==> src/rtl/vmb_pkg.sv <==
// shared types and constants for the viewport map with bounding box
`timescale 1ns / 1ps
`default_nettype none

package vmb_pkg;

    localparam int DATA_W = 32;
    localparam int VIEW_W = 13;
    localparam int BOX_W  = 20;
    localparam int CFG_W  = 2;

    typedef enum logic [CFG_W-1:0] {
        CFG_VIEW_LEFT   = 2'd0,
        CFG_VIEW_TOP    = 2'd1,
        CFG_VIEW_RIGHT  = 2'd2,
        CFG_VIEW_BOTTOM = 2'd3
    } t_cfg_reg;

    typedef struct packed {
        logic signed [BOX_W-1:0]  min_x;
        logic signed [BOX_W-1:0]  max_x;
        logic signed [BOX_W-1:0]  min_y;
        logic signed [BOX_W-1:0]  max_y;
        logic signed [DATA_W-1:0] min_z;
        logic signed [DATA_W-1:0] max_z;
    } t_box;

endpackage

`default_nettype wire

==> src/rtl/vmb_recip.sv <==
// serial restoring reciprocal 2^32 / w, one quotient bit per cycle
`timescale 1ns / 1ps
`default_nettype none

module vmb_recip (
    input  wire logic                               i_clk,
    input  wire logic                               i_rst_n,
    input  wire logic                               i_start,
    input  wire logic signed [vmb_pkg::DATA_W-1:0]  i_w,
    output logic                                    o_done,
    output logic signed [vmb_pkg::DATA_W-1:0]       o_rw
);

    localparam int DW     = vmb_pkg::DATA_W;
    localparam int QBITS  = DW + 1;
    localparam int CNT_W  = $clog2(QBITS);
    localparam logic [CNT_W-1:0] LAST_STEP = CNT_W'(QBITS - 1);
    localparam logic [QBITS-1:0] POS_MAX   = QBITS'({1'b0, {(DW-1){1'b1}}});
    localparam logic [QBITS-1:0] NEG_MAG   = QBITS'(1) << (DW - 1);

    typedef enum logic [1:0] {
        S_IDLE,
        S_RUN,
        S_FIN
    } t_state;

    t_state                  r_state;
    logic [DW-1:0]           r_div;
    logic [QBITS-1:0]        r_rem;
    logic [QBITS-1:0]        r_quo;
    logic [CNT_W-1:0]        r_cnt;
    logic                    r_neg;
    logic                    r_zero;
    logic                    r_done;
    logic signed [DW-1:0]    r_rw;

    logic [QBITS-1:0]        trial;
    logic                    fits;
    logic signed [DW-1:0]    rw_final;

    // dividend is a single one above 32 zeros
    assign trial = {r_rem[DW-1:0], (r_cnt == '0)};
    assign fits  = (trial >= {1'b0, r_div});

    always_comb begin
        if (r_zero) begin
            rw_final = '0;
        end else if (r_neg) begin
            if (r_quo > NEG_MAG) begin
                rw_final = $signed(NEG_MAG[DW-1:0]);
            end else begin
                rw_final = $signed(DW'(-r_quo[DW-1:0]));
            end
        end else begin
            if (r_quo > POS_MAX) begin
                rw_final = $signed(POS_MAX[DW-1:0]);
            end else begin
                rw_final = $signed(r_quo[DW-1:0]);
            end
        end
    end

    always_ff @(posedge i_clk) begin
        if (!i_rst_n) begin
            r_state <= S_IDLE;
            r_done  <= 1'b0;
        end else begin
            r_done <= 1'b0;
            unique case (r_state)
                S_IDLE: begin
                    if (i_start) begin
                        r_div   <= i_w[DW-1] ? DW'(-i_w) : i_w;
                        r_neg   <= i_w[DW-1];
                        r_zero  <= (i_w == '0);
                        r_rem   <= '0;
                        r_quo   <= '0;
                        r_cnt   <= '0;
                        r_state <= S_RUN;
                    end
                end
                S_RUN: begin
                    r_rem <= fits ? (trial - {1'b0, r_div}) : trial;
                    r_quo <= {r_quo[QBITS-2:0], fits};
                    r_cnt <= r_cnt + 1'b1;
                    if (r_cnt == LAST_STEP) begin
                        r_state <= S_FIN;
                    end
                end
                S_FIN: begin
                    r_rw    <= rw_final;
                    r_done  <= 1'b1;
                    r_state <= S_IDLE;
                end
                default: r_state <= S_IDLE;
            endcase
        end
    end

    assign o_done = r_done;
    assign o_rw   = r_rw;

endmodule

`default_nettype wire

==> src/rtl/vmb_mul.sv <==
// shared registered 32x32 signed multiplier
`timescale 1ns / 1ps
`default_nettype none

module vmb_mul (
    input  wire logic                                 i_clk,
    input  wire logic                                 i_en,
    input  wire logic signed [vmb_pkg::DATA_W-1:0]    i_a,
    input  wire logic signed [vmb_pkg::DATA_W-1:0]    i_b,
    output logic signed [2*vmb_pkg::DATA_W-1:0]       o_prod
);

    logic signed [2*vmb_pkg::DATA_W-1:0] r_prod;

    always_ff @(posedge i_clk) begin
        if (i_en) begin
            r_prod <= i_a * i_b;
        end
    end

    assign o_prod = r_prod;

endmodule

`default_nettype wire

==> src/rtl/vmb_box.sv <==
// running min/max of window position and depth, pixel box on the last item
`timescale 1ns / 1ps
`default_nettype none

module vmb_box #(
    parameter int FRAC_BITS = 12
) (
    input  wire logic                               i_clk,
    input  wire logic                               i_rst_n,
    input  wire logic                               i_upd,
    input  wire logic                               i_last,
    input  wire logic signed [vmb_pkg::DATA_W-1:0]  i_wx,
    input  wire logic signed [vmb_pkg::DATA_W-1:0]  i_wy,
    input  wire logic signed [vmb_pkg::DATA_W-1:0]  i_dz,
    output vmb_pkg::t_box                           o_box
);

    localparam int DW = vmb_pkg::DATA_W;
    localparam int BW = vmb_pkg::BOX_W;
    localparam logic signed [DW-1:0] PIX_MAX  = (DW'(1) <<< (BW - 1)) - DW'(1);
    localparam logic signed [DW-1:0] PIX_MIN  = -PIX_MAX - DW'(1);
    localparam logic signed [DW-1:0] RUN_INIT = {1'b0, {(DW-1){1'b1}}};

    function automatic logic signed [BW-1:0] to_pix(input logic signed [DW-1:0] v);
        logic signed [DW-1:0] s;
        s = v >>> FRAC_BITS;
        if (s > PIX_MAX) begin
            return PIX_MAX[BW-1:0];
        end else if (s < PIX_MIN) begin
            return PIX_MIN[BW-1:0];
        end
        return s[BW-1:0];
    endfunction

    logic signed [DW-1:0] r_min_x, r_max_x, r_min_y, r_max_y, r_min_z, r_max_z;
    logic                 r_first;
    logic signed [DW-1:0] n_min_x, n_max_x, n_min_y, n_max_y, n_min_z, n_max_z;

    always_comb begin
        if (r_first) begin
            n_min_x = i_wx;
            n_max_x = i_wx;
            n_min_y = i_wy;
            n_max_y = i_wy;
            n_min_z = i_dz;
            n_max_z = i_dz;
        end else begin
            n_min_x = (i_wx < r_min_x) ? i_wx : r_min_x;
            n_max_x = (i_wx > r_max_x) ? i_wx : r_max_x;
            n_min_y = (i_wy < r_min_y) ? i_wy : r_min_y;
            n_max_y = (i_wy > r_max_y) ? i_wy : r_max_y;
            n_min_z = (i_dz < r_min_z) ? i_dz : r_min_z;
            n_max_z = (i_dz > r_max_z) ? i_dz : r_max_z;
        end
    end

    assign o_box.min_x = to_pix(n_min_x);
    assign o_box.max_x = to_pix(n_max_x);
    assign o_box.min_y = to_pix(n_min_y);
    assign o_box.max_y = to_pix(n_max_y);
    assign o_box.min_z = n_min_z;
    assign o_box.max_z = n_max_z;

    always_ff @(posedge i_clk) begin
        if (!i_rst_n || (i_upd && i_last)) begin
            r_min_x <= RUN_INIT;
            r_max_x <= RUN_INIT;
            r_min_y <= RUN_INIT;
            r_max_y <= RUN_INIT;
            r_min_z <= '0;
            r_max_z <= '0;
            r_first <= 1'b1;
        end else if (i_upd) begin
            r_min_x <= n_min_x;
            r_max_x <= n_max_x;
            r_min_y <= n_min_y;
            r_max_y <= n_max_y;
            r_min_z <= n_min_z;
            r_max_z <= n_max_z;
            r_first <= 1'b0;
        end
    end

endmodule

`default_nettype wire

==> src/rtl/viewport_map_with_bounding_box.sv <==
// top level: perspective divide, viewport map and per-object bounding box
`timescale 1ns / 1ps
`default_nettype none

// One clip-space vertex goes in per item and one result comes out per item.
// An accepted item first waits for the serial reciprocal of w (one quotient
// bit per cycle over 33 bits, then a finishing state), then takes 12 steps of
// the single shared 32x32 multiplier and 64-bit adder (five per window axis,
// two for depth), and then loads the output register. The next item is
// accepted only after the state returns to idle. The input is stalled while an
// item is in work; a result waiting in the output register does not hold up
// the next item until that item is ready to leave. The user must write the
// viewport registers only while idle; the block does not enforce this.
module viewport_map_with_bounding_box #(
    parameter int FRAC_BITS = 12
) (
    input  wire logic                                     i_clk,
    input  wire logic                                     i_rst_n,
    input  wire logic                                     i_cfg_we,
    input  wire logic [vmb_pkg::CFG_W-1:0]                i_cfg_index,
    input  wire logic [vmb_pkg::VIEW_W-1:0]               i_cfg_data,
    input  wire logic                                     i_in_valid,
    output logic                                          o_in_stall,
    input  wire logic signed [vmb_pkg::DATA_W-1:0]        i_clip_x,
    input  wire logic signed [vmb_pkg::DATA_W-1:0]        i_clip_y,
    input  wire logic signed [vmb_pkg::DATA_W-1:0]        i_clip_z,
    input  wire logic signed [vmb_pkg::DATA_W-1:0]        i_clip_w,
    input  wire logic                                     i_final_vertex,
    output logic                                          o_out_valid,
    input  wire logic                                     i_out_stall,
    output logic signed [vmb_pkg::DATA_W-1:0]             o_window_x,
    output logic signed [vmb_pkg::DATA_W-1:0]             o_window_y,
    output logic signed [vmb_pkg::DATA_W-1:0]             o_depth,
    output logic signed [vmb_pkg::DATA_W-1:0]             o_recip_w,
    output logic                                          o_box_valid,
    output logic signed [vmb_pkg::BOX_W-1:0]              o_box_min_x,
    output logic signed [vmb_pkg::BOX_W-1:0]              o_box_max_x,
    output logic signed [vmb_pkg::BOX_W-1:0]              o_box_min_y,
    output logic signed [vmb_pkg::BOX_W-1:0]              o_box_max_y,
    output logic signed [vmb_pkg::DATA_W-1:0]             o_box_min_z,
    output logic signed [vmb_pkg::DATA_W-1:0]             o_box_max_z
);

    localparam int DW    = vmb_pkg::DATA_W;
    localparam int VW    = vmb_pkg::VIEW_W;
    localparam int PW    = 2 * DW;
    localparam int SHIFT = 17 - FRAC_BITS;
    localparam logic signed [PW-1:0] ROUND_BIAS = (PW'(1) <<< SHIFT) - PW'(1);

    typedef enum logic [3:0] {
        S_IDLE,
        S_RECIP,
        S_MC,
        S_ML,
        S_MH,
        S_MA,
        S_WR,
        S_ZM,
        S_ZW,
        S_OUT
    } t_state;

    function automatic logic signed [DW-1:0] sat32(input logic signed [PW-1:0] v);
        if (v > 64'sd2147483647) begin
            return 32'sh7fffffff;
        end else if (v < -64'sd2147483648) begin
            return 32'sh80000000;
        end
        return v[DW-1:0];
    endfunction

    // configuration
    logic [VW-1:0] r_view_left, r_view_top, r_view_right, r_view_bottom;

    always_ff @(posedge i_clk) begin
        if (!i_rst_n) begin
            r_view_left   <= '0;
            r_view_top    <= '0;
            r_view_right  <= '0;
            r_view_bottom <= '0;
        end else if (i_cfg_we) begin
            unique case (vmb_pkg::t_cfg_reg'(i_cfg_index))
                vmb_pkg::CFG_VIEW_LEFT:   r_view_left   <= i_cfg_data;
                vmb_pkg::CFG_VIEW_TOP:    r_view_top    <= i_cfg_data;
                vmb_pkg::CFG_VIEW_RIGHT:  r_view_right  <= i_cfg_data;
                vmb_pkg::CFG_VIEW_BOTTOM: r_view_bottom <= i_cfg_data;
            endcase
        end
    end

    t_state                 r_state;
    logic                   r_axis;
    logic signed [DW-1:0]   r_cx, r_cy, r_cz;
    logic                   r_last;
    logic signed [23:0]     r_nh;
    logic signed [PW-1:0]   r_acc;
    logic signed [DW-1:0]   r_wx, r_wy, r_dz;

    logic                   r_out_valid;
    logic signed [DW-1:0]   r_out_wx, r_out_wy, r_out_dz, r_out_rw;
    logic                   r_out_box_valid;
    vmb_pkg::t_box          r_out_box;

    logic                   in_take;
    logic                   out_take;
    logic                   out_load;
    logic                   recip_done;
    logic signed [DW-1:0]   rw;
    logic                   mul_en;
    logic signed [DW-1:0]   mul_a, mul_b;
    logic signed [PW-1:0]   prod;
    logic signed [PW-1:0]   add_a, add_b, sum, shifted;
    logic signed [13:0]     scale;
    logic signed [14:0]     ofs;
    logic signed [DW-1:0]   scale_ext;
    vmb_pkg::t_box          box;

    assign in_take  = i_in_valid && (r_state == S_IDLE);
    assign out_take = r_out_valid && !i_out_stall;
    assign out_load = (r_state == S_OUT) && (!r_out_valid || !i_out_stall);

    // half-pixel scale and offset, y flipped
    always_comb begin
        if (r_axis) begin
            scale = $signed({1'b0, r_view_top}) - $signed({1'b0, r_view_bottom});
            ofs   = $signed({2'b00, r_view_top} + {2'b00, r_view_bottom} - 15'd1);
        end else begin
            scale = $signed({1'b0, r_view_right}) - $signed({1'b0, r_view_left});
            ofs   = $signed({2'b00, r_view_left} + {2'b00, r_view_right} - 15'd1);
        end
    end

    assign scale_ext = {{(DW-14){scale[13]}}, scale};

    always_comb begin
        mul_en = 1'b0;
        mul_a  = '0;
        mul_b  = '0;
        add_a  = r_acc;
        add_b  = '0;
        unique case (r_state)
            S_MC: begin
                mul_en = 1'b1;
                mul_a  = r_axis ? r_cy : r_cx;
                mul_b  = rw;
            end
            S_ML: begin
                mul_en = 1'b1;
                mul_a  = $signed({8'd0, prod[39:16]});
                mul_b  = scale_ext;
            end
            S_MH: begin
                mul_en = 1'b1;
                mul_a  = {{(DW-24){r_nh[23]}}, r_nh};
                mul_b  = scale_ext;
                add_a  = {{(PW-31){ofs[14]}}, ofs, 16'd0};
                add_b  = prod;
            end
            S_MA: begin
                add_b = {prod[PW-25:0], 24'd0};
            end
            S_WR: begin
                add_b = r_acc[PW-1] ? ROUND_BIAS : '0;
            end
            S_ZM: begin
                mul_en = 1'b1;
                mul_a  = r_cz;
                mul_b  = rw;
            end
            default: begin
                mul_en = 1'b0;
            end
        endcase
    end

    assign sum     = add_a + add_b;
    assign shifted = sum >>> SHIFT;

    vmb_recip u_recip (
        .i_clk   (i_clk),
        .i_rst_n (i_rst_n),
        .i_start (in_take),
        .i_w     (i_clip_w),
        .o_done  (recip_done),
        .o_rw    (rw)
    );

    vmb_mul u_mul (
        .i_clk  (i_clk),
        .i_en   (mul_en),
        .i_a    (mul_a),
        .i_b    (mul_b),
        .o_prod (prod)
    );

    vmb_box #(
        .FRAC_BITS (FRAC_BITS)
    ) u_box (
        .i_clk   (i_clk),
        .i_rst_n (i_rst_n),
        .i_upd   (out_load),
        .i_last  (r_last),
        .i_wx    (r_wx),
        .i_wy    (r_wy),
        .i_dz    (r_dz),
        .o_box   (box)
    );

    always_ff @(posedge i_clk) begin
        if (!i_rst_n) begin
            r_state     <= S_IDLE;
            r_axis      <= 1'b0;
            r_out_valid <= 1'b0;
        end else begin
            if (out_load) begin
                r_out_valid <= 1'b1;
            end else if (out_take) begin
                r_out_valid <= 1'b0;
            end
            unique case (r_state)
                S_IDLE: begin
                    if (in_take) begin
                        r_cx    <= i_clip_x;
                        r_cy    <= i_clip_y;
                        r_cz    <= i_clip_z;
                        r_last  <= i_final_vertex;
                        r_axis  <= 1'b0;
                        r_state <= S_RECIP;
                    end
                end
                S_RECIP: begin
                    if (recip_done) begin
                        r_state <= S_MC;
                    end
                end
                S_MC: r_state <= S_ML;
                S_ML: begin
                    r_nh    <= prod[63:40];
                    r_state <= S_MH;
                end
                S_MH: begin
                    r_acc   <= sum;
                    r_state <= S_MA;
                end
                S_MA: begin
                    r_acc   <= sum;
                    r_state <= S_WR;
                end
                S_WR: begin
                    if (!r_axis) begin
                        r_wx    <= sat32(shifted);
                        r_axis  <= 1'b1;
                        r_state <= S_MC;
                    end else begin
                        r_wy    <= sat32(shifted);
                        r_state <= S_ZM;
                    end
                end
                S_ZM: r_state <= S_ZW;
                S_ZW: begin
                    r_dz    <= sat32(prod >>> 16);
                    r_state <= S_OUT;
                end
                S_OUT: begin
                    if (out_load) begin
                        r_out_wx        <= r_wx;
                        r_out_wy        <= r_wy;
                        r_out_dz        <= r_dz;
                        r_out_rw        <= rw;
                        r_out_box_valid <= r_last;
                        r_out_box       <= r_last ? box : '0;
                        r_state         <= S_IDLE;
                    end
                end
                default: r_state <= S_IDLE;
            endcase
        end
    end

    assign o_in_stall  = (r_state != S_IDLE);
    assign o_out_valid = r_out_valid;
    assign o_window_x  = r_out_wx;
    assign o_window_y  = r_out_wy;
    assign o_depth     = r_out_dz;
    assign o_recip_w   = r_out_rw;
    assign o_box_valid = r_out_box_valid;
    assign o_box_min_x = r_out_box.min_x;
    assign o_box_max_x = r_out_box.max_x;
    assign o_box_min_y = r_out_box.min_y;
    assign o_box_max_y = r_out_box.max_y;
    assign o_box_min_z = r_out_box.min_z;
    assign o_box_max_z = r_out_box.max_z;

    a_out_from_seq: assert property (@(posedge i_clk) disable iff (!i_rst_n)
        $rose(r_out_valid) |-> $past(r_state == S_OUT))
        else $error("result appeared without the output step");

    a_recip_in_wait: assert property (@(posedge i_clk) disable iff (!i_rst_n)
        recip_done |-> (r_state == S_RECIP))
        else $error("reciprocal finished outside its wait state");

    a_box_order: assert property (@(posedge i_clk) disable iff (!i_rst_n)
        (r_out_valid && r_out_box_valid) |->
            (r_out_box.min_x <= r_out_box.max_x) && (r_out_box.min_y <= r_out_box.max_y)
            && (r_out_box.min_z <= r_out_box.max_z))
        else $error("bounding box minimum above maximum");

    a_box_zero: assert property (@(posedge i_clk) disable iff (!i_rst_n)
        (r_out_valid && !r_out_box_valid) |-> (r_out_box == '0))
        else $error("box fields nonzero on a non-final item");

endmodule

`default_nettype wire

==> config.mk <==
export PLATFORM = sky130hd
export DESIGN_NAME = viewport_map_with_bounding_box
export DESIGN_NICKNAME = d
export VERILOG_FILES = /design/src/rtl/vmb_pkg.sv /design/src/rtl/vmb_recip.sv /design/src/rtl/vmb_mul.sv /design/src/rtl/vmb_box.sv /design/src/rtl/viewport_map_with_bounding_box.sv
export SDC_FILE = /design/constraint.sdc
export NUM_CORES = 2
export LEC_CHECK = 0
export ABC_CLOCK_PERIOD_IN_PS = 10500
export CAP_MARGIN = 20
export CORE_ASPECT_RATIO = 0.75
export CORE_MARGIN = 2
export CORE_UTILIZATION = 40
export DETAILED_ROUTE_END_ITERATION = 10
export DONT_BUFFER_PORTS = 1
export PLACE_DENSITY_LB_ADDON = 0.12
export RECOVER_POWER = 25
export SETUP_SLACK_MARGIN = 0.02
export SLEW_MARGIN = 40
export SYNTH_ARGS = -nofsm -noshare
export SYNTH_HDL_FRONTEND = slang
export SYNTH_HIERARCHICAL = 1
export SYNTH_SLANG_ARGS = --single-unit
==> constraint.sdc <==
create_clock -name i_clk -period 10.5 [get_ports i_clk]
set_input_delay 2.1 -clock i_clk [delete_from_list [all_inputs] [get_ports i_clk]]
set_output_delay 2.1 -clock i_clk [all_outputs]
set_load 0.01 [all_outputs]
==> flow_summary.ini <==
[worst_setup_path]
endpoint_kind = flop
cp_top_family = adder cells
cpMostUsedCell = fa_1
start_kind = flop
crit_path_max_fanout = 8
crit_type = flop to flop
arrival_ns = 10.84
crit_required_ns = 11.08
path_buf_inv = 10
slowest_delay_ns = 0.61
cpMaxStageDelayCell = fa_1

[cts]
clock_latency_ns = 0.79
htree_num_levels = 3
clock_path_buffers = 3
cts_inserted_buffers = 108
cts_tree = yes
cts-root-buf = clkbuf_16
clk_pin_slew_ns = 0.06
cts_sinks = 1009

[global_routing]
grt_use_total = 0.253
antenna_found_initial = 35
grt_overflow = 0
grt_pass1_wl_um = 472000
grt_start_max_net_pins = 174
grt_pass1_vias = 73700

[placement]
place_area_um2 = 102000
gp_congestion = 0.917
port_buffers = 0
dp_hpwl_um = 242000

[timing]
fin_crit_ns = 10.25
worst_slew_pin_slew_ns = 4.17
finalCritPeriodShare = 0.977
fin_worst_skew_ns = 0.0798
slew_headroom = -1.78
finalSetupViolCount = 0
tns_ns = 0
finalMaxSlewViolations = 291
rsz0062_at_grt = yes
fmax_ghz = 0.0975
hold_violations = 0

[route]
drt_pass1_iterations = 6
vias = 72500
wire_per_inst_um = 23.4
drc = 0
postRouteAntennaNets = 0
via_per_inst = 5.45
first_iter_violations = 6098
wirelength_um = 312000

[die]
die_y_um = 428
std_cell_rows = 155
start_util = 0.403
dieArea_um2 = 244000
io_pins = 424
core_area_um2 = 238000
die_x_um = 569

[worst_hold_path]
hp-class = flop to flop

[pwr]
ir_drop_mv = 0.140
power_w = 0.00916
power.leakage_nw = 47.4
power.density_nw_per_um2 = 85.8

[final_layout]
final_util = 0.449
final_nets = 11800
area_growth_pct = 11.5
multi_input_area_um2 = 61200
fillers = 22700
drive_gt1_frac = 0.105
fin_area_um2 = 107000
ff_latch_area_um2 = 27800

[synthesis]
synth_cell_types = 102
synth_cells = 10000
synth-seq-cells = 1009
yosys_most_used_dff = edfxtp_1
ys_top_cells_by_area = edfxtp_1 (24%), fa_1 (23%), ha_1 (7.2%), inv_1 (6.0%), dfxtp_1 (5.3%)
synth.avg_cell_area_um2 = 9.56
synth-edff-count = 755
ys_warn_count = 6
synth_top_cell_by_area = edfxtp_1
seq_area_frac_synth = 0.290
synth.most_common_cell = inv_1
synth_area_um2 = 95800
syn_nets = 11800
synth_top_area_frac = 0.237
ys_top_cells_by_count = inv_1 (1529), nand2_1 (1200), fa_1 (1088)
async_reset_ff_frac = 0

[run_status]
status = complete, but fails checks
violations = max-capacitance violations, max-slew violations

[job]
maxCapViolCount = 5
[worst reg2reg max path, delay by kind of cell (launching register included)]
kind / cells / cell delay, ns
adder cells (fa/ha/maj): 10 / 4.68
buffers and inverters: 10 / 1.03
flip-flops: 1 / 0.34
AO/OA/AOI/OAI: 22 / 3.94
AND/OR/NAND/NOR: 1 / 0.15
[cells by family (layout without fill, tap and decap cells)]
family / count (synthesis) / in the layout / synth area share
other cells: 0 / 9 / 0
compound gates: 1470 / 1470 / 0.101
buf+inv: 2089 / 2217 / 0.0833
simple gates: 3212 / 3212 / 0.165
xor+xnor: 235 / 235 / 0.0215
flops: 1009 / 1009 / 0.290
mux: 375 / 375 / 0.0407
fa+ha+maj: 1637 / 1637 / 0.299
[path summary, 6_finish.rpt]
check / start / to / slack, ns / cells after the start
setup / recovery: r_view_right[1]$_SDFFE_PN0P_ / u_mul/o_prod[63]$_DFFE_PP_ / 0.25 / 43
setup reg to reg: r_view_right[1]$_SDFFE_PN0P_ / u_mul/o_prod[63]$_DFFE_PP_ / 0.25 / 43
hold reg to reg: r_view_left[3]$_SDFFE_PN0P_ / r_view_left[3]$_SDFFE_PN0P_ / 0.45 / 2
hold / removal: r_view_left[3]$_SDFFE_PN0P_ / r_view_left[3]$_SDFFE_PN0P_ / 0.45 / 2
[cells in the final DEF (no fill, tap or decap), drive strengths merged, types with 20 or more instances in the layout]
cell type  instances
xor2              75
inv             1537
and2             743
a221o             33
ha               549
nor2b             23
o21ai            303
mux2i            260
a22oi             77
a31oi             35
a22o              39
nand2b            86
mux2             115
o311ai            47
nand4            139
edfxtp           755
xnor2            160
a2111oi           40
nand3            231
o21a              32
a221oi            20
and3              60
a211oi            47
o21bai            33
a21oi            469
or3              111
nor3              55
nand2           1200
clkbuf           136
buf              470
nor4              36
fa              1088
clkinv            53
dfxtp            254
nor2             452
o211ai            36
a21o             158
[power by group]
part | internal, W | leakage, nW | switching [W] | total [W]
combinational | 0.000276 | 36.6 | 0.000454 | 0.000730
sequential | 0.00433 | 8.96 | 0.0000495 | 0.00438
clock | 0.00225 | 1.80 | 0.00180 | 0.00405
[routing by layer]
layer	wire [µm]	up-vias	part of all wire	GRT usage
met5	139	-	0.00045	0
met4	6190	22	0.020	0.0471
met3	27700	311	0.089	0.0600
met2	130000	2593	0.42	0.369
met1	147000	36500	0.47	0.382
li1	-	33100	-	-
[per-stage QoR]
step                      hold slack [ns]  std cells  setup slack [ns]
final                               0.454      13300             0.246
after CTS                           0.454      13300            0.0208
after global placement              0.443      13000            -0.535
after floorplan                     0.426      10000             0.235
after detailed placement            0.447      13000            -0.617
after global routing                0.472      13300           -0.0451
[layout make-up]
type | instances | share of cell area
multi-input combinational | 6929 | 0.573
inverter | 1531 | 0.0538
sequential | 1009 | 0.260
clock buffer | 124 | 0.0264
tap | 3140 | 0.0368
clock inverter | 80 | 0.00824
timing repair buffer | 482 | 0.0414
antenna | 9 | 0.000211
[timing repair]
item | 4_1_cts | 5_1_grt
setup endpoints to repair | 30 | 33
resized for setup | 109 | 126
pin swaps | 115 | 124
buffers inserted | 33 | 13
hold buffers | 0 | 0
gates cloned | 5 | 2
No activity file was read; power rests on OpenSTA's default activity.
